### config.mk
export PLATFORM = sky130hd
export DESIGN_NAME = particle_window_event_selector
export DESIGN_NICKNAME = d
export VERILOG_FILES = /design/src/hw/rtl/pwes_pkg.sv /design/src/hw/rtl/pwes_regs.sv /design/src/hw/rtl/pwes_match.sv /design/src/hw/rtl/pwes_event.sv /design/src/hw/rtl/particle_window_event_selector.sv
export SDC_FILE = /design/constraint.sdc
export NUM_CORES = 1
export LEC_CHECK = 0
export BUFFER_PORTS_ARGS = -buffer_cell sky130_fd_sc_hd__buf_2
export CORE_UTILIZATION = 32
export DETAILED_ROUTE_END_ITERATION = 10
export PLACE_DENSITY = 0.55
export SYNTH_ARGS = -nofsm -noshare
export SYNTH_HDL_FRONTEND = slang
export SYNTH_SLANG_ARGS = --single-unit
### constraint.sdc
create_clock -name clk -period 8.51 [get_ports clk]
set_clock_uncertainty 0.1 [all_clocks]
set_input_delay 0 -clock clk [delete_from_list [all_inputs] [get_ports clk]]
set_output_delay 0 -clock clk [all_outputs]
set_load 0.01 [all_outputs]
### src/hw/rtl/pwes_pkg.sv
// Shared types and constants for the particle window event selector.
package pwes_pkg;

  localparam int TypeW      = 8;
  localparam int FieldEW    = 24;
  localparam int CntW       = 8;
  localparam int EvW        = 32;
  localparam int DataW      = 64;
  localparam int AddrW      = 6;
  localparam int NumCutRegs = 4;
  localparam int CutsW      = 3;

  localparam logic [2:0] REG_CUT_ZERO   = 3'd0;
  localparam logic [2:0] REG_CUT_ONE    = 3'd1;
  localparam logic [2:0] REG_CUT_TWO    = 3'd2;
  localparam logic [2:0] REG_CUT_THREE  = 3'd3;
  localparam logic [2:0] REG_CUTS_USE   = 3'd4;
  localparam logic [2:0] REG_REPORT_ORG = 3'd5;

  typedef struct packed {
    logic [TypeW-1:0]   ptype;
    logic [FieldEW-1:0] e_min;
    logic [FieldEW-1:0] e_max;
  } cut_t;

  typedef struct packed {
    cut_t [NumCutRegs-1:0] cut;
    logic [CutsW-1:0]      cuts_in_use;
    logic                  report_orig;
  } cfg_t;

  typedef struct packed {
    logic valid;
    logic pvalid;
    logic last;
  } stg_t;

endpackage

### src/hw/rtl/pwes_regs.sv
// Configuration register file behind the APB-style port.
module pwes_regs (
  input  logic                          clk,
  input  logic                          rst_n,
  input  logic                          psel,
  input  logic                          penable,
  input  logic                          pwrite,
  input  logic [pwes_pkg::AddrW-1:0]    paddr,
  input  logic [pwes_pkg::DataW-1:0]    pwdata,
  output logic [pwes_pkg::DataW-1:0]    prdata,
  output logic                          pready,
  output pwes_pkg::cfg_t                cfg
);

  pwes_pkg::cfg_t cfg_r;
  logic           wr_en;
  logic [2:0]     idx;

  assign pready = 1'b1;
  assign wr_en  = psel & penable & pwrite;
  assign idx    = paddr[5:3];
  assign cfg    = cfg_r;

  always_ff @(posedge clk) begin
    if (!rst_n) begin
      for (int i = 0; i < pwes_pkg::NumCutRegs; i++) begin
        cfg_r.cut[i] <= '1;
      end
      cfg_r.cuts_in_use <= 3'd1;
      cfg_r.report_orig <= 1'b1;
    end else if (wr_en) begin
      case (idx)
        pwes_pkg::REG_CUT_ZERO:   cfg_r.cut[0] <= pwdata[55:0];
        pwes_pkg::REG_CUT_ONE:    cfg_r.cut[1] <= pwdata[55:0];
        pwes_pkg::REG_CUT_TWO:    cfg_r.cut[2] <= pwdata[55:0];
        pwes_pkg::REG_CUT_THREE:  cfg_r.cut[3] <= pwdata[55:0];
        pwes_pkg::REG_CUTS_USE:   cfg_r.cuts_in_use <= pwdata[2:0];
        pwes_pkg::REG_REPORT_ORG: cfg_r.report_orig <= pwdata[0];
        default: ;
      endcase
    end
  end

  always_comb begin
    case (idx)
      pwes_pkg::REG_CUT_ZERO:   prdata = {8'd0, cfg_r.cut[0]};
      pwes_pkg::REG_CUT_ONE:    prdata = {8'd0, cfg_r.cut[1]};
      pwes_pkg::REG_CUT_TWO:    prdata = {8'd0, cfg_r.cut[2]};
      pwes_pkg::REG_CUT_THREE:  prdata = {8'd0, cfg_r.cut[3]};
      pwes_pkg::REG_CUTS_USE:   prdata = {61'd0, cfg_r.cuts_in_use};
      pwes_pkg::REG_REPORT_ORG: prdata = {63'd0, cfg_r.report_orig};
      default:                  prdata = '0;
    endcase
  end

endmodule

### src/hw/rtl/pwes_match.sv
// Compares one particle against one cut: type and inclusive energy window.
module pwes_match #(
  parameter int ENERGY_BITS = 24
) (
  input  pwes_pkg::cut_t                   cut,
  input  logic [pwes_pkg::TypeW-1:0]       ptype,
  input  logic [ENERGY_BITS-1:0]           energy,
  output logic                             hit
);

  logic [ENERGY_BITS-1:0] lo;
  logic [ENERGY_BITS-1:0] hi;

  assign lo  = cut.e_min[ENERGY_BITS-1:0];
  assign hi  = cut.e_max[ENERGY_BITS-1:0];
  assign hit = (cut.ptype == ptype) && (energy >= lo) && (energy <= hi);

endmodule

### src/hw/rtl/pwes_event.sv
// Per-event hit flags, distinct match count, event counters and result register.
module pwes_event #(
  parameter int MAX_CUTS = 4
) (
  input  logic                           clk,
  input  logic                           rst_n,
  input  pwes_pkg::stg_t                 stg,
  input  logic [MAX_CUTS-1:0]            hit,
  input  logic [pwes_pkg::CutsW-1:0]     cuts_in_use,
  input  logic                           report_orig,
  input  logic                           out_stall,
  output logic                           adv,
  output logic                           out_valid,
  output logic                           out_event_passed,
  output logic [pwes_pkg::CntW-1:0]      out_matching_particles,
  output logic [pwes_pkg::EvW-1:0]       out_events_seen,
  output logic [pwes_pkg::EvW-1:0]       out_events_passed
);

  localparam logic [2:0] MaxN = 3'(MAX_CUTS);

  logic [MAX_CUTS-1:0]          flags_r, flags_nxt, act, hit_act;
  logic [pwes_pkg::CntW-1:0]    count_r, count_nxt;
  logic [pwes_pkg::EvW-1:0]     seen_r, seen_nxt, passed_r, passed_nxt;
  logic                         out_valid_r, out_valid_nxt;
  logic                         pass_r, pass_nxt;
  logic [pwes_pkg::CntW-1:0]    match_r;
  logic [pwes_pkg::EvW-1:0]     seen_out_r, passed_out_r;
  logic [2:0]                   n;
  logic                         out_free, load, passed;

  always_comb begin
    if (cuts_in_use == 3'd0) begin
      n = 3'd1;
    end else if (cuts_in_use > MaxN) begin
      n = MaxN;
    end else begin
      n = cuts_in_use;
    end
  end

  for (genvar i = 0; i < MAX_CUTS; i++) begin : g_act
    assign act[i] = (3'(i) < n);
  end

  assign out_free = !out_valid_r || !out_stall;
  assign adv      = stg.valid && (!stg.last || out_free);
  assign load     = adv && stg.last;
  assign hit_act  = (stg.pvalid) ? (hit & act) : '0;

  always_comb begin
    flags_nxt = flags_r | hit_act;
    count_nxt = count_r;
    if ((|hit_act) && (count_r != '1)) begin
      count_nxt = count_r + 8'd1;
    end
    passed   = (&(flags_nxt | ~act)) && (count_nxt >= {5'd0, n});
    seen_nxt = (seen_r != '1) ? seen_r + 32'd1 : seen_r;
    passed_nxt = (passed && (passed_r != '1)) ? passed_r + 32'd1 : passed_r;
    pass_nxt = passed;
    out_valid_nxt = load || (out_valid_r && out_stall);
  end

  always_ff @(posedge clk) begin
    if (!rst_n) begin
      flags_r     <= '0;
      count_r     <= '0;
      seen_r      <= '0;
      passed_r    <= '0;
      out_valid_r <= 1'b0;
    end else begin
      out_valid_r <= out_valid_nxt;
      if (adv) begin
        if (stg.last) begin
          flags_r  <= '0;
          count_r  <= '0;
          seen_r   <= seen_nxt;
          passed_r <= passed_nxt;
        end else begin
          flags_r <= flags_nxt;
          count_r <= count_nxt;
        end
      end
    end
  end

  always_ff @(posedge clk) begin
    if (load) begin
      pass_r       <= pass_nxt;
      match_r      <= count_nxt;
      seen_out_r   <= report_orig ? seen_nxt : '0;
      passed_out_r <= passed_nxt;
    end
  end

  assign out_valid              = out_valid_r;
  assign out_event_passed       = pass_r;
  assign out_matching_particles = match_r;
  assign out_events_seen        = seen_out_r;
  assign out_events_passed      = passed_out_r;

endmodule

### src/hw/rtl/particle_window_event_selector.sv
// Top level of the particle window event selector.
//
//   port group | direction | transaction
//   in_*       | input     | one particle of an event
//   out_*      | output    | one event result, sent on the last particle
//   APB port   | both      | configuration register write or read
//
// Particles pass through the input register, and the last of an event loads
// the result register; one particle is taken every cycle unless in_stall is
// high. The input register frees up once its particle retires, so a waiting
// result only holds the input side when a further last particle arrives.
// Reset is synchronous; it restores the configuration defaults and clears the
// event state, counters and valid flags.
module particle_window_event_selector #(
  parameter int MAX_CUTS    = 4,
  parameter int ENERGY_BITS = 24
) (
  input  logic                                clk,
  input  logic                                rst_n,
  input  logic                                in_valid,
  output logic                                in_stall,
  input  logic [pwes_pkg::TypeW-1:0]          in_particle_type,
  input  logic [pwes_pkg::FieldEW-1:0]        in_kinetic_energy,
  input  logic                                in_particle_valid,
  input  logic                                in_last_in_event,
  output logic                                out_valid,
  input  logic                                out_stall,
  output logic                                out_event_passed,
  output logic [pwes_pkg::CntW-1:0]           out_matching_particles,
  output logic [pwes_pkg::EvW-1:0]            out_events_seen,
  output logic [pwes_pkg::EvW-1:0]            out_events_passed,
  input  logic                                psel,
  input  logic                                penable,
  input  logic                                pwrite,
  input  logic [pwes_pkg::AddrW-1:0]          paddr,
  input  logic [pwes_pkg::DataW-1:0]          pwdata,
  output logic [pwes_pkg::DataW-1:0]          prdata,
  output logic                                pready
);

  pwes_pkg::cfg_t                  cfg;
  pwes_pkg::stg_t                  stg;
  logic                            s1_valid_r, s1_valid_nxt;
  logic                            s1_pvalid_r, s1_last_r;
  logic [pwes_pkg::TypeW-1:0]      s1_type_r;
  logic [ENERGY_BITS-1:0]          s1_energy_r;
  logic [MAX_CUTS-1:0]             hit;
  logic                            adv, accept;

  pwes_regs u_regs (
    .clk     (clk),
    .rst_n   (rst_n),
    .psel    (psel),
    .penable (penable),
    .pwrite  (pwrite),
    .paddr   (paddr),
    .pwdata  (pwdata),
    .prdata  (prdata),
    .pready  (pready),
    .cfg     (cfg)
  );

  assign in_stall     = s1_valid_r && !adv;
  assign accept       = in_valid && !in_stall;
  assign s1_valid_nxt = accept || (s1_valid_r && !adv);

  always_ff @(posedge clk) begin
    if (!rst_n) begin
      s1_valid_r <= 1'b0;
    end else begin
      s1_valid_r <= s1_valid_nxt;
    end
  end

  always_ff @(posedge clk) begin
    if (accept) begin
      s1_type_r   <= in_particle_type;
      s1_energy_r <= in_kinetic_energy[ENERGY_BITS-1:0];
      s1_pvalid_r <= in_particle_valid;
      s1_last_r   <= in_last_in_event;
    end
  end

  for (genvar i = 0; i < MAX_CUTS; i++) begin : g_lane
    pwes_match #(
      .ENERGY_BITS (ENERGY_BITS)
    ) u_match (
      .cut    (cfg.cut[i]),
      .ptype  (s1_type_r),
      .energy (s1_energy_r),
      .hit    (hit[i])
    );
  end

  assign stg.valid  = s1_valid_r;
  assign stg.pvalid = s1_pvalid_r;
  assign stg.last   = s1_last_r;

  pwes_event #(
    .MAX_CUTS (MAX_CUTS)
  ) u_event (
    .clk                    (clk),
    .rst_n                  (rst_n),
    .stg                    (stg),
    .hit                    (hit),
    .cuts_in_use            (cfg.cuts_in_use),
    .report_orig            (cfg.report_orig),
    .out_stall              (out_stall),
    .adv                    (adv),
    .out_valid              (out_valid),
    .out_event_passed       (out_event_passed),
    .out_matching_particles (out_matching_particles),
    .out_events_seen        (out_events_seen),
    .out_events_passed      (out_events_passed)
  );

endmodule
**Yosys cells after proc, flatten, opt, wreduce, memory -nomap -nowiden**

Index checks and enable logic that the tools add are counted.

- Register bits after elaboration: 413
- Bits of input ports: 111
- Word-level logic and storage cells: 108

- Multiplexer cells: 9
- $lt $le $gt $ge: 14
- Reductions and logical operators: 36
- Bitwise logic cells: 6
- Add/sub/neg operators: 3
- Equal/unequal tests: 12

Operators with widths:

| operator | count |
|---|---|
| $pmux W56 S6 | 1 |
| $ge A24 B24 Y1 | 4 |
| $le A24 B24 Y1 | 4 |
| $add A32 B1 Y32 const B | 2 |
| $mux W32 | 2 |
| $ne A32 B32 Y1 const B | 2 |
| $eq A8 B8 Y1 | 4 |
| $logic_and A1 B1 Y1 | 16 |
| $mux W8 | 2 |
| $reduce_and A2 Y1 | 7 |
| $add A8 B1 Y8 const B | 1 |
| $ge A8 B3 Y1 | 1 |
| $mux W4 | 2 |
| $ne A8 B8 Y1 const B | 1 |
| $or A4 B4 Y4 | 2 |
| $eq A3 B2 Y1 const B | 2 |
| $eq A3 B3 Y1 const B | 2 |
| $logic_not A3 Y1 | 2 |
| $lt A1 B3 Y1 const A | 2 |
| $lt A2 B3 Y1 const A | 2 |
| $mux W3 | 2 |
| $logic_not A1 Y1 | 5 |
| $and A4 B4 Y4 | 1 |
| $logic_or A1 B1 Y1 | 4 |
| other kinds (6) | 7 |

**Longest topological paths before layout**

Gate-level depths: netlist (run 1).

- Word-level depth: 13
- Gate-level depth with buffers: 22
- Depth with buffers taken out: 19

**Hierarchy**

A second synthesis (run 1) with hierarchy kept.

- Cells, all modules: 2537
- Area total of the unflattened synthesis: 24652.4 µm²

By module, submodules not included:

| module | instances | area an instance (µm²) | cells each |
|---|---|---|---|
| pwes_regs | 1 | 10970.5 | 1035 |
| pwes_event | 1 | 7528.5 | 768 |
| pwes_match | 4 | 1271.2 | 174 |
| particle_window_event_selector | 1 | 1068.5 | 38 |

**Worst setup path before layout (run 1)**

Ideal clock, no wire load.

- Path kind: register -> register
- Start: register s1_energy_r[22]
- End: register u_event.passed_out_r (netlist bit u_event.out_events_passed[1]) (data pin)
- Arrival: 5.011 ns
- Setup time: 0.262 ns
- Path buffers: 2
- Slack: 3.137 ns
- Data required time: 8.148 ns
- Stages on the path, launching flop included: 21
- Cell sequence: edfxtp_1 > ha_1 > a21oi_1 > nand2_1 > a221o_1 > a211o_1 > a2111oi_4 > a22oi_2 > a21bo_2 > clkbuf_1 > xor2_1 > ha_1 > nand2b_1 > a21o_1 > a211o_1 > or3_1 > o221a_2 > a211oi_2 > buf_2 > nor2_1 > mux2_1

- Cells in the longest elaborated chain, start to end: 12
- Elaborated cells between the ends (all ways): 28
- Classes of those cells: order compare (9); mux (3); bitwise (3); reduce/logical (13)

RTL lines:

| item | line | source |
|---|---|---|
| start, declared | particle_window_event_selector.sv:46 | `logic [ENERGY_BITS-1:0] s1_energy_r;` |
| start signal, assigned | particle_window_event_selector.sv:78 | `s1_energy_r <= in_kinetic_energy[ENERGY_BITS-1:0];` |
| $ge A24 B24 Y1 | pwes_match.sv:16 | `assign hit = (cut.ptype == ptype) && (energy >= lo) && (energy <= hi);` |
| $logic_and A1 B1 Y1 (2 in a row) | pwes_match.sv:16 |  |
| $and A4 B4 Y4 * | pwes_event.sv:49 | `assign hit_act = (stg.pvalid) ? (hit & act) : '0;` |
| $mux W4 * | pwes_event.sv:49 |  |
| $reduce_or A4 Y1 | pwes_event.sv:54 | `if ((\|hit_act) && (count_r != '1)) begin` |
| $logic_and A1 B1 Y1 | pwes_event.sv:54 |  |
| $mux W8 | pwes_event.sv:54 |  |
| $ge A8 B3 Y1 | pwes_event.sv:57 | `passed = (&(flags_nxt \| ~act)) && (count_nxt >= {5'd0, n});` |
| $logic_and A1 B1 Y1 * | pwes_event.sv:57 |  |
| $logic_and A1 B1 Y1 * | pwes_event.sv:59 | `passed_nxt = (passed && (passed_r != '1)) ? passed_r + 32'd1 : passed_r;` |
| $mux W32 * | pwes_event.sv:59 |  |
| named net u_event.passed_nxt (one bit) | pwes_event.sv:24 | `logic [pwes_pkg::EvW-1:0] seen_r, seen_nxt, passed_r, passed_nxt;` |
| end signal, assigned | pwes_event.sv:92 | `passed_out_r <= passed_nxt;` |
| end, declared | pwes_event.sv:28 | `logic [pwes_pkg::EvW-1:0] seen_out_r, passed_out_r;` |

Mark *: on every way through the listed nets, which the timed path passes. The rest lies on a longest branch.
A chain may end at the register's enable or synchronous reset.

**Worst setup path after layout (run 1)**

- Start: register s1_energy_r[15]
- End: register u_event.passed_out_r (netlist bit u_event.out_events_passed[24]) (data pin)

- Cells in the longest elaborated chain, start to end: 12
- Elaborated cells between the ends (all ways): 28
- Classes of those cells: order compare (9); mux (3); bitwise (3); reduce/logical (13)

RTL lines:

| item | line | source |
|---|---|---|
| $ge A24 B24 Y1 | pwes_match.sv:16 |  |
| $logic_and A1 B1 Y1 (2 in a row) | pwes_match.sv:16 |  |
| $and A4 B4 Y4 * | pwes_event.sv:49 |  |
| $mux W4 * | pwes_event.sv:49 |  |
| $reduce_or A4 Y1 * | pwes_event.sv:54 |  |
| $logic_and A1 B1 Y1 * | pwes_event.sv:54 |  |
| $mux W8 * | pwes_event.sv:54 |  |
| named net u_event.count_nxt (one bit) | pwes_event.sv:23 | `logic [pwes_pkg::CntW-1:0] count_r, count_nxt;` |
| $ge A8 B3 Y1 * | pwes_event.sv:57 |  |
| $logic_and A1 B1 Y1 * | pwes_event.sv:57 |  |
| $logic_and A1 B1 Y1 * | pwes_event.sv:59 |  |
| $mux W32 * | pwes_event.sv:59 |  |
| named net u_event.passed_nxt (one bit) | pwes_event.sv:24 |  |

Marks and branches as above.

==> flow_summary_export.csv, run 1 <==
group,metric,value,unit
outcome,status,"finished clean",
clock_network,root_buffer,"clkbuf_16",
logic_synthesis,ys.flop_type,"dfxtp_1",
logic_synthesis,syn_inst,2497,
route,vias,19700,
global_route,grt_overflow,0,
placement,gp_congestion,0.871,
floorplan,num_rows,96,
logic_synthesis,synth-seq-cells,413,
cells_and_area,layout_commonest_cell,"nand2_1",
setup_path,rrSetupSlack,1.75,ns
clock_network,clk_pin_slew,0.06,ns
floorplan,die_h,267,µm
timing,slew_headroom,0.233,
cells_and_area,nets,3076,
global_route,antenna_found_initial,4,
placement,dp_hpwl,48.7,mm
setup_path,crit_required,8.74,ns
hold_path,min_to,"s1_type_r[3]",
cells_and_area,antenna_cells,0,
route,ant_nets,0,
timing,setup_viol,0,
logic_synthesis,synth_edf_count,107,
global_route,grt_pass1_wl,109,mm
cells_and_area,final_util,0.393,
global_route,grt_use_total,0.197,
power,pwr_density_cell,171,nW/µm²
logic_synthesis,synth.cell_area,22400,µm²
cells_and_area,final_cell_mix,"392 x nand2_1, 306 x dfxtp_1, 229 x buf_2",
setup_path,cp_data_arrival_time,6.99,ns
power,peakVddDrop,0.000128,V
setup_path,max_stage_delay,0.77,ns
hold_path,hold_depth,2,
cells_and_area,syn2layout_area_growth,20.8,%
timing,hold_viol_final,0,
timing,max_clock_freq,0.148,GHz
power,p_leak,12.4,nW
floorplan,num_io_pins,251,
flow_run,maxCapViolCount,0,
timing,worstMarginPinSlew,1.15,ns
floorplan,die_width,267,µm
placement,placement.io_buffers,230,
setup_path,r2r_cells,17,
timing,tns,0,ns
clock_network,ctsResizeCount,0,
clock_network,cts_buffers,49,
setup_path,crit_fanout,39,
logic_synthesis,synth_area_per_cell,8.99,µm²
logic_synthesis,yosysWarningCount,0,
floorplan,coreArea,68900,µm²
clock_network,cts.sinks,413,
floorplan,start_util,0.326,
timing,drv_slew,0,
setup_path,cp_cell_sequence,"ha_1 -> nand4_1 -> nor4_1 -> nand2b_1 -> a2111oi_4 -> a22oi_2 -> a21bo_2 -> nor2_1 -> xor2_1 -> ha_1 -> a211o_1 -> or3_1 -> o221a_2 -> a211oi_4 -> buf_4 -> nor4_1 -> xor2_1",
cells_and_area,fin_area,27100,µm²
route,viasPerCell,5.28,
hold_path,worstHoldStart,"in_particle_type[3]",
clock_network,cts.path.max_buffers,3,
setup_path,cp-start-kind,"flip-flop",
timing,fin_crit,6.76,ns
setup_path,criticalPathCategory,"flip-flop to flip-flop",
cells_and_area,drive_gt1_frac,0.127,
floorplan,die_area,71200,µm²
route,routed_wl,71.3,mm
setup_path,r2r_start,"s1_energy_r[15]",
placement,placed_area,24400,µm²
clock_network,cts_tree,"done",
logic_synthesis,ys_types,69,
hold_path,hold_class,"input port to flip-flop",
global_route,grt_pass1_vias,18900,
clock_network,clock_latency,0.60,ns
route,drc,0,
route,drtPass1Iterations,6,
logic_synthesis,ys_seq_area_frac,0.416,
setup_path,cp-end-kind,"flip-flop",
clock_network,h-tree-depth,2,
setup_path,cp_slowest_cell,"nor4_1",
timing,rsz0062_at_grt,"false",
global_route,grt_max_degree,99,
logic_synthesis,synthArstFlopShare,0,
route,drt_iter0_drc,1511,
route,wire_per_inst,19.1,µm
timing,period_share,0.795,
setup_path,r2r_end,"u_event.out_events_passed[24]",
## power breakdown
group	internal, mW	switching [mW]	total [mW]
clock	1.27	0.885	2.16
sequential	2.04	0.0372	2.08
combinational	0.162	0.232	0.394
## flip-flops by register name, indices dropped and copies added (netlist names)
register / cells
s1_pvalid_r: 1
s1_valid_r: 1
u_event.passed_r: 32
u_regs.cfg: 228
u_event.out_event_passed: 1
u_event.seen_r: 32
u_event.out_matching_particles: 8
u_event.count_r: 8
u_event.out_events_seen: 32
u_event.flags_r: 4
s1_energy_r: 24
s1_type_r: 8
u_event.out_events_passed: 32
u_event.out_valid: 1
s1_last_r: 1
## Yosys cell counts (6+ instances only)
| cell | n | area share |
|---|---|---|
| a211oi_1 | 7 | 0.0023 |
| a21boi_0 | 13 | 0.0043 |
| a21o_1 | 20 | 0.0067 |
| a21oi_1 | 112 | 0.025 |
| a221o_1 | 56 | 0.025 |
| a22o_1 | 53 | 0.021 |
| a22oi_1 | 6 | 0.0020 |
| a31oi_1 | 7 | 0.0020 |
| and2_1 | 35 | 0.0098 |
| and3_1 | 17 | 0.0047 |
| and4_1 | 7 | 0.0027 |
| buf_2 | 7 | 0.0016 |
| buf_4 | 10 | 0.0033 |
| clkbuf_1 | 124 | 0.021 |
| dfxtp_1 | 306 | 0.27 |
| edfxtp_1 | 107 | 0.14 |
| ha_1 | 198 | 0.11 |
| inv_1 | 204 | 0.034 |
| mux2i_1 | 24 | 0.011 |
| nand2_1 | 392 | 0.066 |
| nand2b_1 | 22 | 0.0061 |
| nand3_1 | 105 | 0.023 |
| nand4_1 | 51 | 0.014 |
| nor2_1 | 97 | 0.016 |
| nor2b_1 | 9 | 0.0025 |
| nor3_1 | 37 | 0.0082 |
| nor4_1 | 23 | 0.0064 |
| o211ai_1 | 189 | 0.063 |
| o21ai_0 | 40 | 0.0089 |
| o31ai_1 | 12 | 0.0040 |
| or3_1 | 19 | 0.0053 |
| or4_1 | 12 | 0.0040 |
| xnor2_1 | 31 | 0.012 |
| xor2_1 | 84 | 0.033 |
## kinds of logic (layout without fill, tap and decap cells)
family | count (synthesis) | count (layout) | synth area share
simple gates | 839 | 839 | 0.175
mux | 26 | 26 | 0.0117
fa+ha+maj | 198 | 198 | 0.110
flops | 413 | 413 | 0.416
compound gates | 555 | 555 | 0.181
buf+inv | 349 | 653 | 0.0611
other cells | 2 | 9 | 0.000335
xor+xnor | 115 | 115 | 0.0449
## worst max-delay path by stage
stage                    startpoint                       endpoint  depth (start not counted)  slack, ns
finish              s1_energy_r[15]  u_event.out_events_passed[24]                         17       1.75
global route        s1_energy_r[22]  u_event.out_events_passed[17]                         17       1.43
CTS                 s1_energy_r[15]  u_event.out_events_passed[24]                         17       1.87
detailed placement  s1_energy_r[15]  u_event.out_events_passed[22]                         17       1.86
global placement    s1_energy_r[13]  u_event.out_events_passed[24]                         18       1.91
floorplan           s1_energy_r[22]   u_event.out_events_passed[1]                         20       3.14
## repair_timing
item / CTS / global route
hold buffers: 110 / 0
buffers inserted: 0 / 0
hold endpoints to repair: 287 / 0
## metrics by stage
step | setup slack [ns] | std cells | power, mW | hold slack (ns)
2_1_floorplan | 3.14 | 2504 | 2.31 | -0.00113
3_3_place_gp | 1.91 | 3537 | 2.46 | 0.0772
3_5_place_dp | 1.86 | 3537 | 2.47 | 0.0781
4_1_cts | 1.87 | 3739 | 4.68 | 0.000428
5_1_grt | 1.43 | 3739 | 4.80 | 0.0153
6_report | 1.75 | 3739 | 4.63 | 0.0381
## area by class of cell
class | count | area (µm²)
tap | 931 | 1160
timing repair buffer | 357 | 2390
fill | 6932 | 41800
clock inverter | 38 | 378
sequential | 413 | 9340
inverter | 204 | 767
multi-input combinational | 1742 | 11800
clock buffer | 54 | 1280
## critical path, delay by kind of cell (launching register included)
family / cells / cell delay, ns
compound gates: 6 / 2.19
simple gates: 6 / 1.83
fa+ha+maj: 2 / 0.72
flops: 1 / 0.61
xor+xnor: 2 / 0.54
buf+inv: 1 / 0.47
## layer usage
layer	part of all wire	vias up	track usage	routed length (µm)
met5	0.00069	-	0	49
met4	0.022	8	0.0531	1540
met3	0.067	106	0.0382	4740
met2	0.47	644	0.330	33600
met1	0.44	9455	0.256	31400
li1	-	9514	-	-
Power figures use the tool's default switching activity.
==> run 2, diff against run 1 <==
==> constraint.sdc (replaced) <==
create_clock -name clk -period 6.24 [get_ports clk]
set_clock_uncertainty 0.1 [all_clocks]
set_input_delay 0 -clock clk [delete_from_list [all_inputs] [get_ports clk]]
set_output_delay 0 -clock clk [all_outputs]
set_load 0.01 [all_outputs]
==> run 2 against run 1 <==
Effect of this change:
- utilization rose by 0.41 points
- register-to-register slack got worse by 1.5 ns
- final area rose by 1.1%
- sequential power rose by 36%
- via count fell by 0.48%
- clock-buffer cell count rose by 8
- global-route usage rose by 0.18 points
- critical path depth rose by 1
- flip-flop and latch count did not move
- largest cell class unchanged
- largest power group unchanged
==> flow_summary_export.csv, run 2 (same netlist as run 1, synthesis figures left out) <==
group,metric,value,unit
floorplan,die_area,71200,µm²
setup_path,crit_fanout,24,
cells_and_area,drive_gt1_frac,0.131,
floorplan,coreArea,68900,µm²
floorplan,start_util,0.326,
placement,gp_congestion,0.891,
timing,period_share,0.958,
clock_network,clock_latency,0.61,ns
clock_network,cts.path.max_buffers,3,
clock_network,root_buffer,"clkbuf_16",
hold_path,hold_class,"input port to flip-flop",
floorplan,num_io_pins,251,
setup_path,criticalPathCategory,"flip-flop to flip-flop",
timing,drv_slew,0,
timing,rsz0062_at_grt,"false",
cells_and_area,final_cell_mix,"392 x nand2_1, 306 x dfxtp_1, 229 x buf_2",
timing,hold_viol_final,0,
timing,setup_viol,0,
route,viasPerCell,5.23,
cells_and_area,final_util,0.397,
route,ant_nets,0,
timing,tns,0,ns
route,drt_iter0_drc,1226,
clock_network,clk_pin_slew,0.06,ns
timing,fin_crit,5.98,ns
cells_and_area,largest_register_ffs,228,
global_route,grt_pass1_wl,110,mm
floorplan,die_h,267,µm
global_route,grt_max_degree,83,
setup_path,cp_data_arrival_time,6.21,ns
global_route,grt_use_total,0.199,
route,wire_per_inst,19.2,µm
timing,worstMarginPinSlew,1.12,ns
power,power.internal,4.94,mW
clock_network,h-tree-depth,2,
global_route,grt_overflow,0,
clock_network,cts.sinks,413,
setup_path,cp-end-kind,"flip-flop",
power,switchingPower,1.60,mW
flow_run,maxCapViolCount,0,
power,peakVddDrop,0.000167,V
route,routed_wl,72.0,mm
global_route,grt_pass1_vias,19100,
power,clkPwrFrac,0.485,
setup_path,cp-start-kind,"flip-flop",
cells_and_area,nets,3091,
clock_network,postCtsSetupRepairBufs,0,
power,pwr_density_cell,238,nW/µm²
setup_path,crit_required,6.48,ns
timing,slew_headroom,0.252,
global_route,antenna_found_initial,8,
route,vias,19600,
power,p_leak,12.6,nW
route,drtPass1Iterations,5,
clock_network,cts_buffers,50,
floorplan,num_rows,96,
outcome,status,"finished clean",
clock_network,cts_tree,"done",
power,pwr-share-comb,0.082,
cells_and_area,syn2layout_area_growth,22.1,%
placement,placement.io_buffers,230,
placement,dp_hpwl,49.7,mm
timing,max_clock_freq,0.167,GHz
floorplan,die_width,267,µm
power,seqPwrFrac,0.433,
power,swShare,0.244,
route,drc,0,
cells_and_area,layout_commonest_cell,"nand2_1",
-- run 2: cell types whose count changed in the layout (fill, tap and decap cells not counted), moves of 2 or more --
cell       change
buf_4         +11
clkbuf_1       +3
bufinv_16      +3
clkbuf_8       +4
clkinv_2      -10
nor4_1         -2
clkinv_4       +2
buf_12         +2
nor4_2         +2
-- run 2: area by class of cell --
class / count / area, µm²
fill: 6857 / 41500
multi-input combinational: 1742 / 11800
sequential: 413 / 9340
timing repair buffer: 371 / 2520
clock buffer: 62 / 1370
tap: 931 / 1160
inverter: 204 / 767
clock inverter: 32 / 423
antenna: 1 / 2.50
-- run 2: stage by stage --
step | total power, mW | std cells | hold slack [ns] | setup slack (ns) | instance area [µm²]
2_1_floorplan | 3.15 | 2504 | -0.00113 | 0.867 | 22500
3_3_place_gp | 3.36 | 3550 | 0.0773 | 0.344 | 24500
3_5_place_dp | 3.36 | 3550 | 0.0783 | 0.298 | 24500
4_1_cts | 6.61 | 3755 | 0.000497 | 0.252 | 27400
5_1_grt | 6.76 | 3755 | 0.0162 | 0.0397 | 27400
6_report | 6.53 | 3756 | 0.0357 | 0.263 | 27400
-- run 2: power groups by stage --
stage                     combinational, mW  sequential [mW]  clock [mW]
final                                 0.539             2.83        3.17
after global routing                  0.587             2.83        3.34
after CTS                             0.539             2.83        3.24
after detailed placement              0.478             2.89           0
after global placement                0.471             2.89           0
after floorplan                       0.279             2.87           0
-- run 2: critical path: stages, from the launching register on --
cell,delay [ns]
edfxtp_1,0.55
ha_1,0.33
a2111oi_0,0.59
a2111oi_1,0.19
a2111oi_2,0.40
o21ai_1,0.24
a22oi_2,0.37
a21bo_2,0.29
mux2_2,0.37
ha_1,0.28
a21o_1,0.16
a211o_1,0.29
or3_1,0.37
o221a_2,0.28
a211oi_4,0.21
buf_12,0.21
buf_4,0.20
nor3_1,0.09
xor2_1,0.19
-- run 2: final timing paths --
| path | from | endpoint | slack (ns) | cells past startpoint |
|---|---|---|---|---|
| setup / recovery | s1_energy_r[1] | u_event.out_events_passed[13] | 0.26 | 18 |
| hold / removal | in_particle_type[2] | s1_type_r[2] | 0.04 | 2 |
| hold reg to reg | u_event.flags_r[3] | u_event.flags_r[3] | 0.37 | 2 |
| setup reg to reg | s1_energy_r[1] | u_event.out_events_passed[13] | 0.26 | 18 |
-- run 2: metal layers --
layer	wire length (µm)	GRT usage	vias up
met1	31500	0.258	9348
met3	4760	0.0322	113
met2	34200	0.341	625
met4	1530	0.0491	8
li1	-	-	9539
met5	34	0	-
-- run 2: what timing repair did --
item                       CTS  global route
gates resized for setup      0             3
hold buffers               111             0
setup endpoints to repair    0            13
hold endpoints to repair   291             0
